<file path="src/rtl/core/rpr_pkg.sv">
// ----------------------------------------------------------------------------
// rpr_pkg: shared types and constants for the reader progress rank block
// Widths of the reader and page tables, the sequencer state and the
// divider handshake.
// ----------------------------------------------------------------------------
package rpr_pkg;

	localparam int READER_COUNT = 1024;
	localparam int PAGE_COUNT   = 1024;
	localparam int RW           = 10;   // reader index width
	localparam int PW           = 10;   // page index width
	localparam int CW           = 11;   // histogram count width
	localparam int SW           = 17;   // share width
	localparam int QW           = 27;   // dividend width: count << 16
	localparam logic [SW-1:0] SHARE_ONE = 17'h10000;

	typedef enum logic [3:0] {
		ST_IDLE,
		ST_CLEAR,
		ST_LOOK,
		ST_LOOK_WAIT,
		ST_HIST_RD,
		ST_HIST_WAIT,
		ST_HIST_WR,
		ST_SUM,
		ST_DIV,
		ST_DIV_WAIT,
		ST_OUT
	} state_t;

	typedef struct packed {
		logic          start;
		logic [QW-1:0] dividend;
		logic [PW-1:0] divisor;
	} div_req_t;

	typedef struct packed {
		logic          done;
		logic [SW-1:0] quotient;
	} div_rsp_t;

endpackage

</file>
<file path="src/rtl/core/rpr_div.sv">
// ----------------------------------------------------------------------------
// rpr_div: radix-2 restoring divider
// One quotient bit a cycle over the dividend width.
// ----------------------------------------------------------------------------
module rpr_div (
	input  logic               clk,
	input  logic               arst_n,
	input  rpr_pkg::div_req_t  req,
	output rpr_pkg::div_rsp_t  rsp
);

	localparam int QW = rpr_pkg::QW;
	localparam int PW = rpr_pkg::PW;
	localparam int SW = rpr_pkg::SW;

	logic [QW-1:0]         quo_q;
	logic [PW-1:0]         rem_q;
	logic [PW-1:0]         dvs_q;
	logic [$clog2(QW)-1:0] cnt_q;
	logic                  busy_q;
	logic                  done_q;
	logic [PW+1:0]         trial;
	logic [PW:0]           shifted;

	// remainder stays below the divisor, so it fits the divisor width
	always_comb begin
		shifted = {rem_q, quo_q[QW-1]};
		trial   = {1'b0, shifted} - {2'b00, dvs_q};
	end

	always_ff @(posedge clk or negedge arst_n) begin
		if (!arst_n) begin
			busy_q <= 1'b0;
			done_q <= 1'b0;
			cnt_q  <= '0;
		end else begin
			done_q <= 1'b0;
			if (req.start) begin
				busy_q <= 1'b1;
				cnt_q  <= '0;
			end else if (busy_q) begin
				cnt_q <= cnt_q + 1'b1;
				if (cnt_q == ($clog2(QW))'(QW - 1)) begin
					busy_q <= 1'b0;
					done_q <= 1'b1;
				end
			end
		end
	end

	always_ff @(posedge clk) begin
		if (req.start) begin
			quo_q <= req.dividend;
			rem_q <= '0;
			dvs_q <= req.divisor;
		end else if (busy_q) begin
			if (!trial[PW+1]) begin
				rem_q <= trial[PW-1:0];
				quo_q <= {quo_q[QW-2:0], 1'b1};
			end else begin
				rem_q <= shifted[PW-1:0];
				quo_q <= {quo_q[QW-2:0], 1'b0};
			end
		end
	end

	assign rsp.done     = done_q;
	assign rsp.quotient = quo_q[SW-1:0];

endmodule

</file>
<file path="config.mk">
export PLATFORM = sky130hd
export DESIGN_NAME = rpr_div
export DESIGN_NICKNAME = d
export VERILOG_FILES = /design/src/rtl/core/rpr_pkg.sv /design/src/rtl/core/rpr_div.sv
export SDC_FILE = /design/constraint.sdc
export NUM_CORES = 1
export LEC_CHECK = 0
export ABC_AREA = 1
export ABC_CLOCK_PERIOD_IN_PS = 3600
export BUFFER_PORTS_ARGS = -buffer_cell sky130_fd_sc_hd__buf_2
export CAP_MARGIN = 10
export CORE_AREA = 2 2 74 76
export DETAILED_ROUTE_END_ITERATION = 8
export DIE_AREA = 0 0 76 78
export MAX_ROUTING_LAYER = met4
export PLACE_DENSITY = 0.92
export SKIP_CTS_REPAIR_TIMING = 1
export SYNTH_ARGS = -nofsm -noshare
export SYNTH_HDL_FRONTEND = slang
export SYNTH_SLANG_ARGS = --single-unit
</file>
<file path="constraint.sdc">
create_clock -name clk -period 3.6 [get_ports clk]
set_input_delay 0.9 -clock clk [delete_from_list [all_inputs] [get_ports clk]]
set_output_delay 0.9 -clock clk [all_outputs]
set_load 0.05 [all_outputs]
</file>
==> summary.md <==
| Metric | Value |
|---|---|
| Later-pin clock latency in the skew report | about 0.31 ns |
| Worst Setup End Kind | flop |
| Status | finished clean |
| Crit path max fanout | 29 |
| Die width | about 76 microns |
| Mux cell area share after synthesis | 0% |
| Cell Rows | 26 |
| Crit path time final | roughly 2.2 ns |
| Simple-gate share of the synthesized area | 28.99% |
| IO Pins | just under 60 |
| GRT Util Overall | 20.68% |
| Clock transition at the registers of the reported paths | roughly 0.090 ns |
| Mapped cell area | 2960 sq um |
| Final setup fails | 0 |
| H-tree depth | 2 |
| Relative slew slack | approximately 30% |
| Synth Register Bits | 54 |
| Final #Nets | roughly 450 |
| Initial Utilization | around three fifths |
| Slowest CP cell | inv_1 |
| Post-synthesis compound-gate area fraction | approximately 3% |
| Register area | 1486 sq um |
| PortBufs | 57 |
| Max Clock Skew | 0.01186 ns |
| Fillers | 395 |
| Highest-count cells in the layout ignoring fill and taps | 151 x nand2_1, 57 x buf_2, 39 x inv_1, 37 x edfxtp_1, 24 x nor2_1 |
| Net Count, Synth | a little over 400 |
| XOR/XNOR Fraction of Synth Area | 0.8876% |
| Clock Tree Root | clkbuf_8 |
| WP data required | roughly 3.5 ns |
| Crit-path max cell delay | between 0.6 and 0.7 ns |
| Post-DR wirelength/cell | approximately 12 microns |
| Avg Cell Area, Syn | 8.316 sq um |
| HP Class | input pin to asynchronous set/reset pin |
| Final period util | around three fifths |
| R2R depth | 2 |
| Switching part of the total | 38.52% |
| Post-route setup slack | between 1 and 1.5 ns |
| Combinational share of power | a little under two fifths |
| Dpl ws | approximately 1.0 ns |
| Switching power | roughly 720 uW |
| DR vias | 2340 |
| Tightest Pin Transition | approximately 1.0 ns |
| Vias per Instance | 5.011 |
| DRT Pass-1 Iters | 4 |
| Clock power share | a little under a fifth |
| RR Startpoint | busy_q$_DFF_PN0_ |
| Hold slack | 0.4089 ns |
| Final ANT Viol Nets | 0 |
| Die ar. | 5928 sq um |
| RSZ-0062 raised after global routing | false |
| Synthesis Warnings | 0 |
| Crit-path cells | buf_2 -> nor2_1 -> inv_1 |
| Leak | about 1.7 nW |
| Pin count of the biggest net entering global routing | between 40 and 50 |
| Pwr Density | 575.2 nW/um^2 |
| Internal Power | around 1.2 mW |
| Adder-cell share of the synthesized area | 5.748% |
| Yosys cell types | 29 |
| Worst Setup SP | req[37] |
| P&R area growth vs syn | 10.10% |
| Setup TNS | 0 ns |
| DR iter-0 viols | roughly 170 |
| Max VDD drop | approximately 360 uV |
| Critical path type | input pin to flop |
| Final routed DRC violation total | 0 |
| Dpl cells | roughly 460 |
| Gr ovfl total | 0 |
| Sequential share of power | a little over two fifths |
| Die height | just under 80 microns |
| Dpl hpwl | 4.302 mm |
| Fmax | 0.4495 GHz |
| Clock buffer depth | 2 |
| Reg2reg setup slack | approximately 1.6 ns |
| Core area | 5042 sq um |
| Multi-input gate area | about 1100 sq um |
| CTS Buf Count | 5 |
| Crit start category | input pin |
| WL final | approximately 5.7 mm |
| Routability cong. | a little under 0.9 |
| Main combinational cell family by area after synthesis | simple AND/OR/NAND/NOR gates |
| Max-Cap Viols | 0 |
| Synthesized netlist cell count | 356 |
| TritonCTS clock tree | done |
| Post-route cell area | between 3000 and 4000 sq um |
| Sequential area share after synthesis | 50.21% |
| Finished Layout Cells | 467 |
| Final slew viol count | 0 |
| CTS Sinks | 54 |
| Vias in the first global route | 2190 |
| First-pass GRT wire length | 9.591 mm |
| Reg-to-Reg End | quo_q[21]$_DFFE_PP_ |
| Number of antenna violations at the first check in global routing | 0 |
| Share of cells above drive strength 1 | between 20% and 30% |
| Area post-placement | roughly 3200 sq um |
| Final Hold Violating Endpoints | 0 |
| Commonest non-fill, non-tap cell in the layout | nand2_1 |
| ANT cells | 0 |
| Worst Path Arrival | approximately 2.1 ns |
-- power groups by stage --
stage	Sequential, mW	Clock (mW)	Combinational (mW)
3_5_place_dp	0.827	0	0.705
6_report	0.820	0.347	0.708
3_3_place_gp	0.826	0	0.675
4_1_cts	0.815	0.348	0.708
5_1_grt	0.825	0.375	0.802
2_1_floorplan	0.807	0	0.609
-- stage by stage --
step | power [mW] | util (%)
2_1_floorplan | 1.416 | -
3_3_place_gp | 1.500 | 62.83
3_5_place_dp | 1.532 | 62.83
4_1_cts | 1.872 | 64.64
5_1_grt | 2.001 | 64.64
6_report | 1.875 | 64.64
-- cell type report --
class	count	area share [%]
Clock buffer	7	2.649
Clock inverter	1	0.1536
Inverter	42	4.837
Multi-Input combinational cell	235	35.09
Sequential cell	54	45.60
Tap cell	70	2.687
Timing Repair Buffer	58	8.983
-- cells by family (layout without fill, tap and decap cells) --
family          Yosys count  after routing
xor+xnor                  3              3
flops                    54             54
buf+inv                  67            108
fa+ha+maj                13             13
simple gates            205            205
compound gates           14             14
-- worst max path at each step --
stage                                      end  slack [ns]  cells past startpoint
final                      quo_q[21]$_DFFE_PP_        1.38                      3
after global routing      cnt_q[1]$_DFFE_PN0P_        1.19                      4
after CTS                  quo_q[21]$_DFFE_PP_        1.37                      3
after detailed placement   quo_q[17]$_DFFE_PP_        1.04                      3
after global placement     quo_q[21]$_DFFE_PP_        1.06                      3
after floorplan             quo_q[0]$_DFFE_PP_        1.50                      2
-- cells in the mapped netlist --
| cell | instances | share of area, % |
|---|---|---|
| a21oi_1 | 6 | 1.0 |
| a21oi_4 | 1 | 0.55 |
| buf_1 | 1 | 0.13 |
| buf_4 | 18 | 4.6 |
| buf_8 | 1 | 0.51 |
| clkbuf_1 | 5 | 0.63 |
| dfrtp_1 | 7 | 5.9 |
| dfxtp_1 | 10 | 6.8 |
| edfxtp_1 | 37 | 38 |
| fa_1 | 1 | 0.68 |
| ha_1 | 12 | 5.1 |
| inv_1 | 39 | 4.9 |
| inv_2 | 3 | 0.38 |
| nand2_1 | 151 | 19 |
| nand2_2 | 4 | 0.85 |
| nand3_1 | 11 | 1.9 |
| nand3_2 | 5 | 1.7 |
| nand3_4 | 1 | 0.59 |
| nand4_1 | 4 | 0.85 |
| nor2_1 | 24 | 3.0 |
| nor2_2 | 2 | 0.42 |
| nor3_1 | 2 | 0.34 |
| o21ai_0 | 4 | 0.68 |
| o21ai_2 | 1 | 0.30 |
| o21bai_1 | 1 | 0.25 |
| o22ai_1 | 1 | 0.21 |
| or2_1 | 1 | 0.21 |
| xnor2_1 | 2 | 0.59 |
| xor2_1 | 1 | 0.30 |
-- flip-flops by register name (all words and copies together) (netlist names) --
name and cells:
rem_q 10, busy_q 1, done_q 1, quo_q 27
cnt_q 5, dvs_q 10
-- routing by layer --
layer | global-route usage (%) | share of wire, % | up-vias
met3 | 4.186 | 6.3 | 17
met5 | - | 0 | -
met4 | 7.273 | 2.4 | 0
met1 | 26.18 | 45 | 1058
met2 | 33.48 | 47 | 86
li1 | - | - | 1179
-- worst max-delay path, delay by kind of cell --
kind                   cells  cell delay, ns
buffers and inverters      2            0.75
AND/OR/NAND/NOR            1            0.45
No activity file was read; power rests on OpenSTA's default activity.
