## config.mk

```make
export PLATFORM = sky130hd
export DESIGN_NAME = rpr_ram
export DESIGN_NICKNAME = d
export VERILOG_FILES = /design/src/rtl/core/rpr_ram.sv
export SDC_FILE = /design/constraint.sdc
export NUM_CORES = 1
export LEC_CHECK = 0
export ABC_AREA = 1
export ABC_CLOCK_PERIOD_IN_PS = 2880
export BUFFER_PORTS_ARGS = -buffer_cell sky130_fd_sc_hd__buf_2
export CAP_MARGIN = 40
export CORE_MARGIN = 5
export CORE_UTILIZATION = 36
export DETAILED_ROUTE_END_ITERATION = 8
export SLEW_MARGIN = 15
export SYNTH_ARGS = -nofsm -noshare
export SYNTH_HDL_FRONTEND = slang
export SYNTH_SLANG_ARGS = --single-unit
```

## constraint.sdc

```tcl
create_clock -name clk -period 2.88 [get_ports clk]
set_input_delay 0.72 -clock clk [delete_from_list [all_inputs] [get_ports clk]]
set_output_delay 0.72 -clock clk [all_outputs]
set_load 0.02 [all_outputs]
```

## src/rtl/core/rpr_ram.sv

```systemverilog
// ----------------------------------------------------------------------------
// rpr_ram: generic single-port RAM
// One address a cycle: writes when we is high, reads every cycle, read data registered.
// ----------------------------------------------------------------------------
module rpr_ram #(
	parameter int WIDTH = 8,
	parameter int DEPTH = 16
) (
	input  logic                     clk,
	input  logic                     we,
	input  logic [$clog2(DEPTH)-1:0] addr,
	input  logic [WIDTH-1:0]         wdata,
	output logic [WIDTH-1:0]         rdata
);

	logic [WIDTH-1:0] mem_q [DEPTH];

	always_ff @(posedge clk) begin
		if (we) begin
			mem_q[addr] <= wdata;
		end
		rdata <= mem_q[addr];
	end

endmodule

```

==> impl.org, run 1 <==
** Timing
- Worst Hold Margin :: just over 0.7 ns
- Number of pins with negative max-slew slack in the final report :: 0
- Final clock skew :: around 0.0053 ns
- Final setup viols :: 0
- The final hold violation count came to 0.
- Transition time at the pin with the least slew margin :: about 0.72 ns
- For this run, the top clock speed supported by timing is between 0.5 and 0.6 GHz.
- Min cycle time layout :: between 1.5 and 2 ns
- After routing, the total negative slack on setup checks comes to 0 ns.
- Part of the cycle the worst path needs :: 0.694
- RSZ-0062 raised after global routing :: false
- In this run the tightest slew margin relative to its limit is 0.518.

** Clock network
- Clock tree synthesis selected as its root buffer the cell clkbuf_16.
- Buffers inserted during post-CTS setup optimization :: 0
- TritonCTS built the clock tree.
- Clk sinks :: approximately 140
- Counting the buffers created by CTS gives 17.
- The clock passes through at most 2 buffers.
- H-Tree Level Count :: 4
- The later pin in the worst-skew pair is clocked with a latency of roughly 0.41 ns.
- Clock edge transition at the registers on the reported setup and hold paths :: about 0.050 ns
- After clock tree synthesis, the repair step resized 0 gates.
- Hold-fix buffers, CTS :: 0

** Worst setup path
- Critical path, cell by cell :: buf_2, inv_1, nor2_1, inv_1, nor2_1
- The critical path runs through a total of 5 cells.
- Of all nets on the critical path, the largest fanout is 9.
- The most critical setup path has its startpoint at addr[2].
- Startpoint of the lowest-slack register-to-register path :: mem_q[6][6]
- Worst-case reg-to-reg path depth :: 8
- The critical path is of the primary input to register type.
- STA puts the critical path data arrival time at between 2 and 2.5 ns.
- Data on the critical path is required at its endpoint by 2.92 ns.
- Worst reg2reg setup slack :: ~1.8 ns
- In this design, the stage delay of the slowest critical-path cell is 0.56 ns.
- STA classifies the critical path startpoint as a primary input.
- Crit path buffers/inverters :: 3
- Cell with the biggest individual delay on the critical path :: nor2_1
- End point of the critical path :: mem_q[5][0]
- STA classifies the critical path endpoint as a register.
- Grouping stages by cell kind, the critical path spends the most delay in simple AND/OR/NAND/NOR gates.
- Endpoint of the worst-slack reg-to-reg timing path :: rdata[6]

** Pwr
- Switching Share :: 0.206
- Of the total power, combinational logic draws 0.058.
- PD cells :: a little over 700 nW/µm²
- The internal power of the cells totals ~3.7 mW.
- Switching power summed over all nets :: a little under 1 mW
- The share of total power dissipated in sequential elements is 0.475.
- VDD sags by at most about 0.56 mV.
- In this run the static leakage power is 2.75 nW.
- Total Power Consumption :: 4.68 mW
- Clock share of power :: 0.467

** Hold path
- The worst hold path belongs to the class register to register.

** Place
- Summed over all nets, the half-perimeter wirelength after detailed placement is 7760 µm.
- Routability-driven placement finished with a final weighted congestion of about 0.9.
- In this run the tool buffered the top-level ports with 21 buffer cells.
- Placed Cells incl. Taps :: 744

** Routing
- Number of vias per cell :: 4.63
- Final antenna-violating net count :: 0
- The detailed router finished its first iteration with approximately 340 violations.
- The routed layout has roughly 3,600 vias.
- The first detailed-routing pass took 4 iterations.
- For this run, design rule violations remaining after detail routing come to 0.
- In the final routed layout, each cell accounts on average for approximately 16 µm.
- Total routed wirelength :: ~12,000 µm

** Global routing
- The via count of the first global-routing pass is around 3,700.
- Across every metal layer, demand over resource in global routing totals 0.143.
- The number of antenna violations at the first check in global routing came to 0.
- First-pass GRT wire length :: just under 20,000 µm
- Overall overflow remaining after global route :: 0
- Entering global routing, the biggest net connects 65 pins.

** Floorplanning
- Die outline width :: roughly 130 µm
- Core region area :: 15,200 µm²
- For this configuration, the core starts out at a cell density of 0.368.
- The floorplan step defined a die boundary enclosing about 18,000 µm².
- Row count :: 45
- Ports placed on the boundary :: 22
- Y dimension of the die :: roughly 130 µm

** Logic synthesis
- Counting distinct cell types in the post-synthesis netlist gives 11.
- Of the synthesized area, sequential elements account for 0.716.
- Post-synthesis net count :: ~560
- Avg Cell Area, Syn :: a little over 10 µm²
- Count of synthesis-stage warnings from yosys :: 0
- Number of synthesized register bits :: approximately 140
- Number of standard cells after synthesis :: about 550
- Post-synthesis cell area :: between 5000 and 6000 µm²

** Finish
- The filler cells instantiated in the layout total about 1,500.
- 0 antenna diodes ended up in the layout.
- Area added between synthesis and finish :: 15.7%
- For this run, the post-layout net count is 589.
- The count of cells in the finished layout, fillers not included, comes to 776.
- Layout cells sized above 1 :: 0.0935
- At the end of the flow the core is filled with cells to 0.426.

** Flow run
- Max-capacitance violation count :: 0

** Status
- The run finished with clean final reports.
layer usage:
metal	GRT usage	routed length, µm	vias up
met5	0	0	-
met3	0.0391	681	10
met2	0.233	6000	89
li1	-	-	1804
met4	0.0600	150	0
met1	0.181	5300	1691
area by class of cell:
cell class / instances / area, µm² / area share
Clock inverter: 11 / 154 / 0.0238
Sequential cell: 136 / 4000 / 0.619
Inverter: 23 / 86.3 / 0.0133
Multi-Input combinational cell: 368 / 1390 / 0.214
Timing Repair Buffer: 29 / 165 / 0.0255
Clock buffer: 21 / 440 / 0.0681
Tap cell: 188 / 235 / 0.0363
cells in the final DEF, fill, tap and decap left out:
master,count
buf_2,21
buf_4,8
bufinv_16,4
clkbuf_1,4
clkbuf_16,17
clkinv_1,4
clkinv_2,3
clkinvlp_4,1
dfxtp_1,8
edfxtp_1,128
inv_1,21
inv_2,1
nand2_1,346
nand3_1,4
nor2_1,18
logic make-up (layout without fill, tap and decap cells):
kind of cell           after synthesis  count (layout)  share of synthesized area
buffers and inverters               44              84                     0.0362
DFF                                136             136                      0.716
and+or+nand+nor                    368             368                      0.248
worst min path at each step:
stage	end	slack, ns	cells after the start	start
2_1_floorplan	rdata[0]	0.64	8	mem_q[0][0]
3_3_place_gp	rdata[5]	0.70	8	mem_q[14][5]
3_5_place_dp	rdata[6]	0.70	8	mem_q[14][6]
4_1_cts	rdata[6]	0.71	8	mem_q[14][6]
5_1_grt	mem_q[15][0]	0.75	1	wdata[0]
6_report	rdata[6]	0.70	8	mem_q[14][6]
per-stage QoR:
step	setup WS [ns]	instance area, µm²
2_1_floorplan	0.783	5590
3_3_place_gp	0.522	5880
3_5_place_dp	0.467	5880
4_1_cts	0.907	6470
5_1_grt	0.709	6470
6_report	0.882	6470
worst reg2reg max path, stage by stage (launching register included):
cell	delay [ns]
edfxtp_1	0.37
nand2_1	0.09
nand2_1	0.07
nand2_1	0.07
nand2_1	0.06
nand2_1	0.05
nand2_1	0.05
inv_1	0.10
nand2_1	0.06
registers in the layout, indices dropped and copies added (netlist names):
signal / count
mem_q: 128
rdata: 8
power by group through the flow:
stage                     logic (mW)  registers [mW]  clock network, mW
after floorplan                0.153            2.28                  0
after global placement         0.275            2.27                  0
after detailed placement       0.277            2.27                  0
after CTS                      0.277            2.23               2.24
after global routing           0.312            2.23               2.33
final                          0.273            2.23               2.19
cells in the mapped netlist:
master / count / area [µm²]
nand3_1: 4 / 20.0
clkinv_1: 1 / 3.75
inv_2: 1 / 3.75
nand2_1: 346 / 1300
inv_1: 21 / 78.8
edfxtp_1: 128 / 3840
nor2_1: 18 / 67.6
dfxtp_1: 8 / 160
clkbuf_1: 3 / 11.3
buf_2: 12 / 60.1
buf_4: 6 / 45.0
Power figures use the tool's default switching activity.
==> run 2: changes to the inputs <==
--- a/config.mk
+++ b/config.mk
@@ -6,7 +6,7 @@
 export NUM_CORES = 1
 export LEC_CHECK = 0
 export ABC_AREA = 1
-export ABC_CLOCK_PERIOD_IN_PS = 2880
+export ABC_CLOCK_PERIOD_IN_PS = 2100
 export BUFFER_PORTS_ARGS = -buffer_cell sky130_fd_sc_hd__buf_2
 export CAP_MARGIN = 40
 export CORE_MARGIN = 5
==> constraint.sdc (replaced) <==
create_clock -name clk -period 2.1 [get_ports clk]
set_input_delay 0.525 -clock clk [delete_from_list [all_inputs] [get_ports clk]]
set_output_delay 0.525 -clock clk [all_outputs]
set_load 0.02 [all_outputs]
==> run 2 against run 1 <==
Effect of this change:
- core utilization increased by 1.3 points
- sequential power rose by 37%
- combinational power grew 43%
- critical endpoint is now rdata[0]
- global-route usage grew 0.56 points
- largest power group is now clock
- via count is 2.5% higher
- total power rose by 41%
- sequential share of layout area decreased by 1.9 points
- final area grew 3.1%
- first-iteration DRC count shrank 7.6%
- critical path depth shrank 4
==> impl.org, run 2 (synthesis gave the netlist of run 1 again) <==
** Routing
- The violation count after the first detailed-routing iteration is 317 (-7.6%).
- The final wirelength is 12,700 µm (+4.3%).
- Detailed-router iteration count before antenna repair :: 5 (+1)
- DRC violations left :: 0 (unchanged)
- The number of antenna-violating nets in the routed design was 0 (unchanged).
- Number of vias per cell :: 4.63 (about the same)
- The total number of vias was 3,684 (+2.5%).
- Average routed wire per standard cell :: 15.9 µm (+1.7%)

** Finish
- Leaving out fill and tap cells, the most frequent cells in the layout are nand2_1 (346), edfxtp_1 (128), buf_4 (27), inv_1 (21), buf_2 (21).
- In the final layout, the registers with the most flip-flops are mem_q x128, rdata x8.
- The number of flip-flops in the largest register is 128 (unchanged).
- The area growth from synthesis to layout is 19.3%.
- Number of nets in the layout :: 609 (+3.4%)
- The share of post-route cells with drive strength above 1 was 0.128 (+0.0348).
- Top reg by flops :: mem_q
- Core occupancy in the finished layout :: 0.439 (+0.0133)
- Antenna diode instance count :: 0 (unchanged)
- The final design area excluding fillers is 6670 µm² (+3.1%).
- Leaving out fill and tap cells, the most frequent cell in the layout is nand2_1.

** Floorplanning
- Ports placed on the boundary :: 22 (unchanged)
- Floorplan die area :: 18,100 µm² (unchanged)
- The placeable core area was 15,200 µm² (unchanged).
- The initial core utilization was 0.368 (unchanged).
- The standard-cell row count is 45 (unchanged).
- The x dimension of the die was 135 µm (unchanged).
- Y dimension of the die :: 135 µm (unchanged)

** Timing
- The final setup TNS came to 0 ns (unchanged).
- Final clock skew :: 0.0107 ns (+0.00535 ns)
- Transition time at the pin with the least slew margin :: 0.397 ns (-0.322 ns)
- The number of pins with negative max-slew slack in the final report was 0 (unchanged).
- The final hold violation count was 0 (unchanged).
- The worst slew margin relative to its limit was 0.735 (+0.217).
- Min cycle time layout :: approximately 1.5 ns
- The final count of negative-setup-slack endpoints was 0 (unchanged).
- Setup repair after global routing left no endpoint under its margin.
- The post-route worst hold slack came to 0.541 ns (-0.163 ns).
- Part of the cycle the worst path needs :: 0.729
- Achievable Freq :: ~0.65 GHz

** Worst setup path
- Category of the most critical setup path :: register to primary output
- In this run the critical register-to-register path is launched from mem_q[5][5].
- Family with the most delay on the worst path :: flip-flops
- Worst reg2reg setup slack :: 1.09 ns (-0.75 ns)
- Delay contributed by the slowest stage of the critical path :: 0.39 ns (-0.17 ns)
- Kind of start point of the critical path :: register
- STA classifies the critical path endpoint as a primary output.
- Traced cell by cell, the critical path runs through buf_2.
- Required time at the endpoint of the critical path :: 1.57 ns (-1.35 ns)
- Cell with the biggest individual delay on the critical path :: dfxtp_1
- Timing startpoint of the critical path :: rdata[0]
- The number of buffers and inverters on the critical path is 1 (-2).
- Worst endpoint data arrival time :: 1.01 ns (-1.03 ns)
- Maximum fanout count along the critical path :: 1 (-8)

** Clock network
- The number of CTS-inserted buffers is 17 (unchanged).
- Root Driver :: clkbuf_16
- The clock network latency to the later pin of the worst-skew pair came to 0.42 ns (about the same).
- The CTS H-tree depth was 4 (unchanged).
- CTS tree :: done
- Clk sinks :: 136 (unchanged)
- Hold-fix buffers, CTS :: 0 (unchanged)
- The clock-pin slew on the worst setup and hold paths is 0.06 ns (about the same).
- Buffers inserted during post-CTS setup optimization :: 0 (unchanged)
- The maximum buffer depth of the clock tree was 2 (unchanged).
- Number of gates given a new drive strength after cts :: 0 (unchanged)

** Pwr
- VDD IR max :: 0.647 mV (+16%)
- Leakage power :: 2.88 nW (+4.6%)
- The power density over the cells came to 991 nW/µm² (+37%).

** Global routing
- The via count of the first global-routing pass came to 3,640 (-2.7%).
- The global-route wire length before repair is 20,100 µm (+3.4%).
- The sum of overflow across all layers after global routing was 0 (unchanged).
- Pin count of the biggest net entering global routing :: 33 (-49%)
- The number of antenna violations at the first check in global routing came to 0 (unchanged).
- Aggregate global-route resource usage :: 0.149 (+0.00556)

** Flow run
- Max-capacitance violation count :: 0 (unchanged)

** Place
- The placer congestion estimate came to 0.858 (-6.9%).
- The HPWL after detailed placement was 8130 µm (+4.7%).
- Placed standard-cell area :: 6040 µm² (+2.8%)
- I/O Buffers :: 21 (unchanged)

** Hold path
- The worst hold path belongs to the class primary input to register.
- Min-delay src :: wdata[1]

** Status
- Result of the run :: complete, no violations
[run 2: power by group]
part	switching, mW	internal [mW]	leakage [nW]	total (mW)
combinational	0.280	0.111	1.35	0.391
clock	1.08	2.08	0.303	3.16
sequential	0.0221	3.04	1.22	3.06
[run 2: metrics by stage]
| step | worst slack (ns) | instances | power, mW |
|---|---|---|---|
| CTS | 0.516 | 796 | 6.67 |
| floorplan | 0.198 | 548 | 3.34 |
| global placement | 0.288 | 764 | 3.50 |
| global route | 0.536 | 796 | 6.84 |
| detailed placement | 0.267 | 764 | 3.51 |
| finish | 0.568 | 796 | 6.61 |
[run 2: area by class of cell]
cell class	instances	area (µm²)
inverters	23	86.3
fillers	1410	8530
multi-input cells	368	1390
flip-flops and latches	136	4000
repair buffers	49	328
clock inverters	15	208
clock buffers	17	425
well taps	188	235
[run 2: per-layer routing]
metal	wire length, µm	track usage
met2	5980	0.230
met3	568	0.0384
met4	270	0.0769
met5	0	0
met1	5830	0.194
[run 2: final timing paths]
path | end | cells past startpoint
worst max-delay path | rdata[0] | 1
worst max register to register | rdata[5] | 8
worst min-delay path | mem_q[1][1] | 1
worst min register to register | rdata[7] | 8
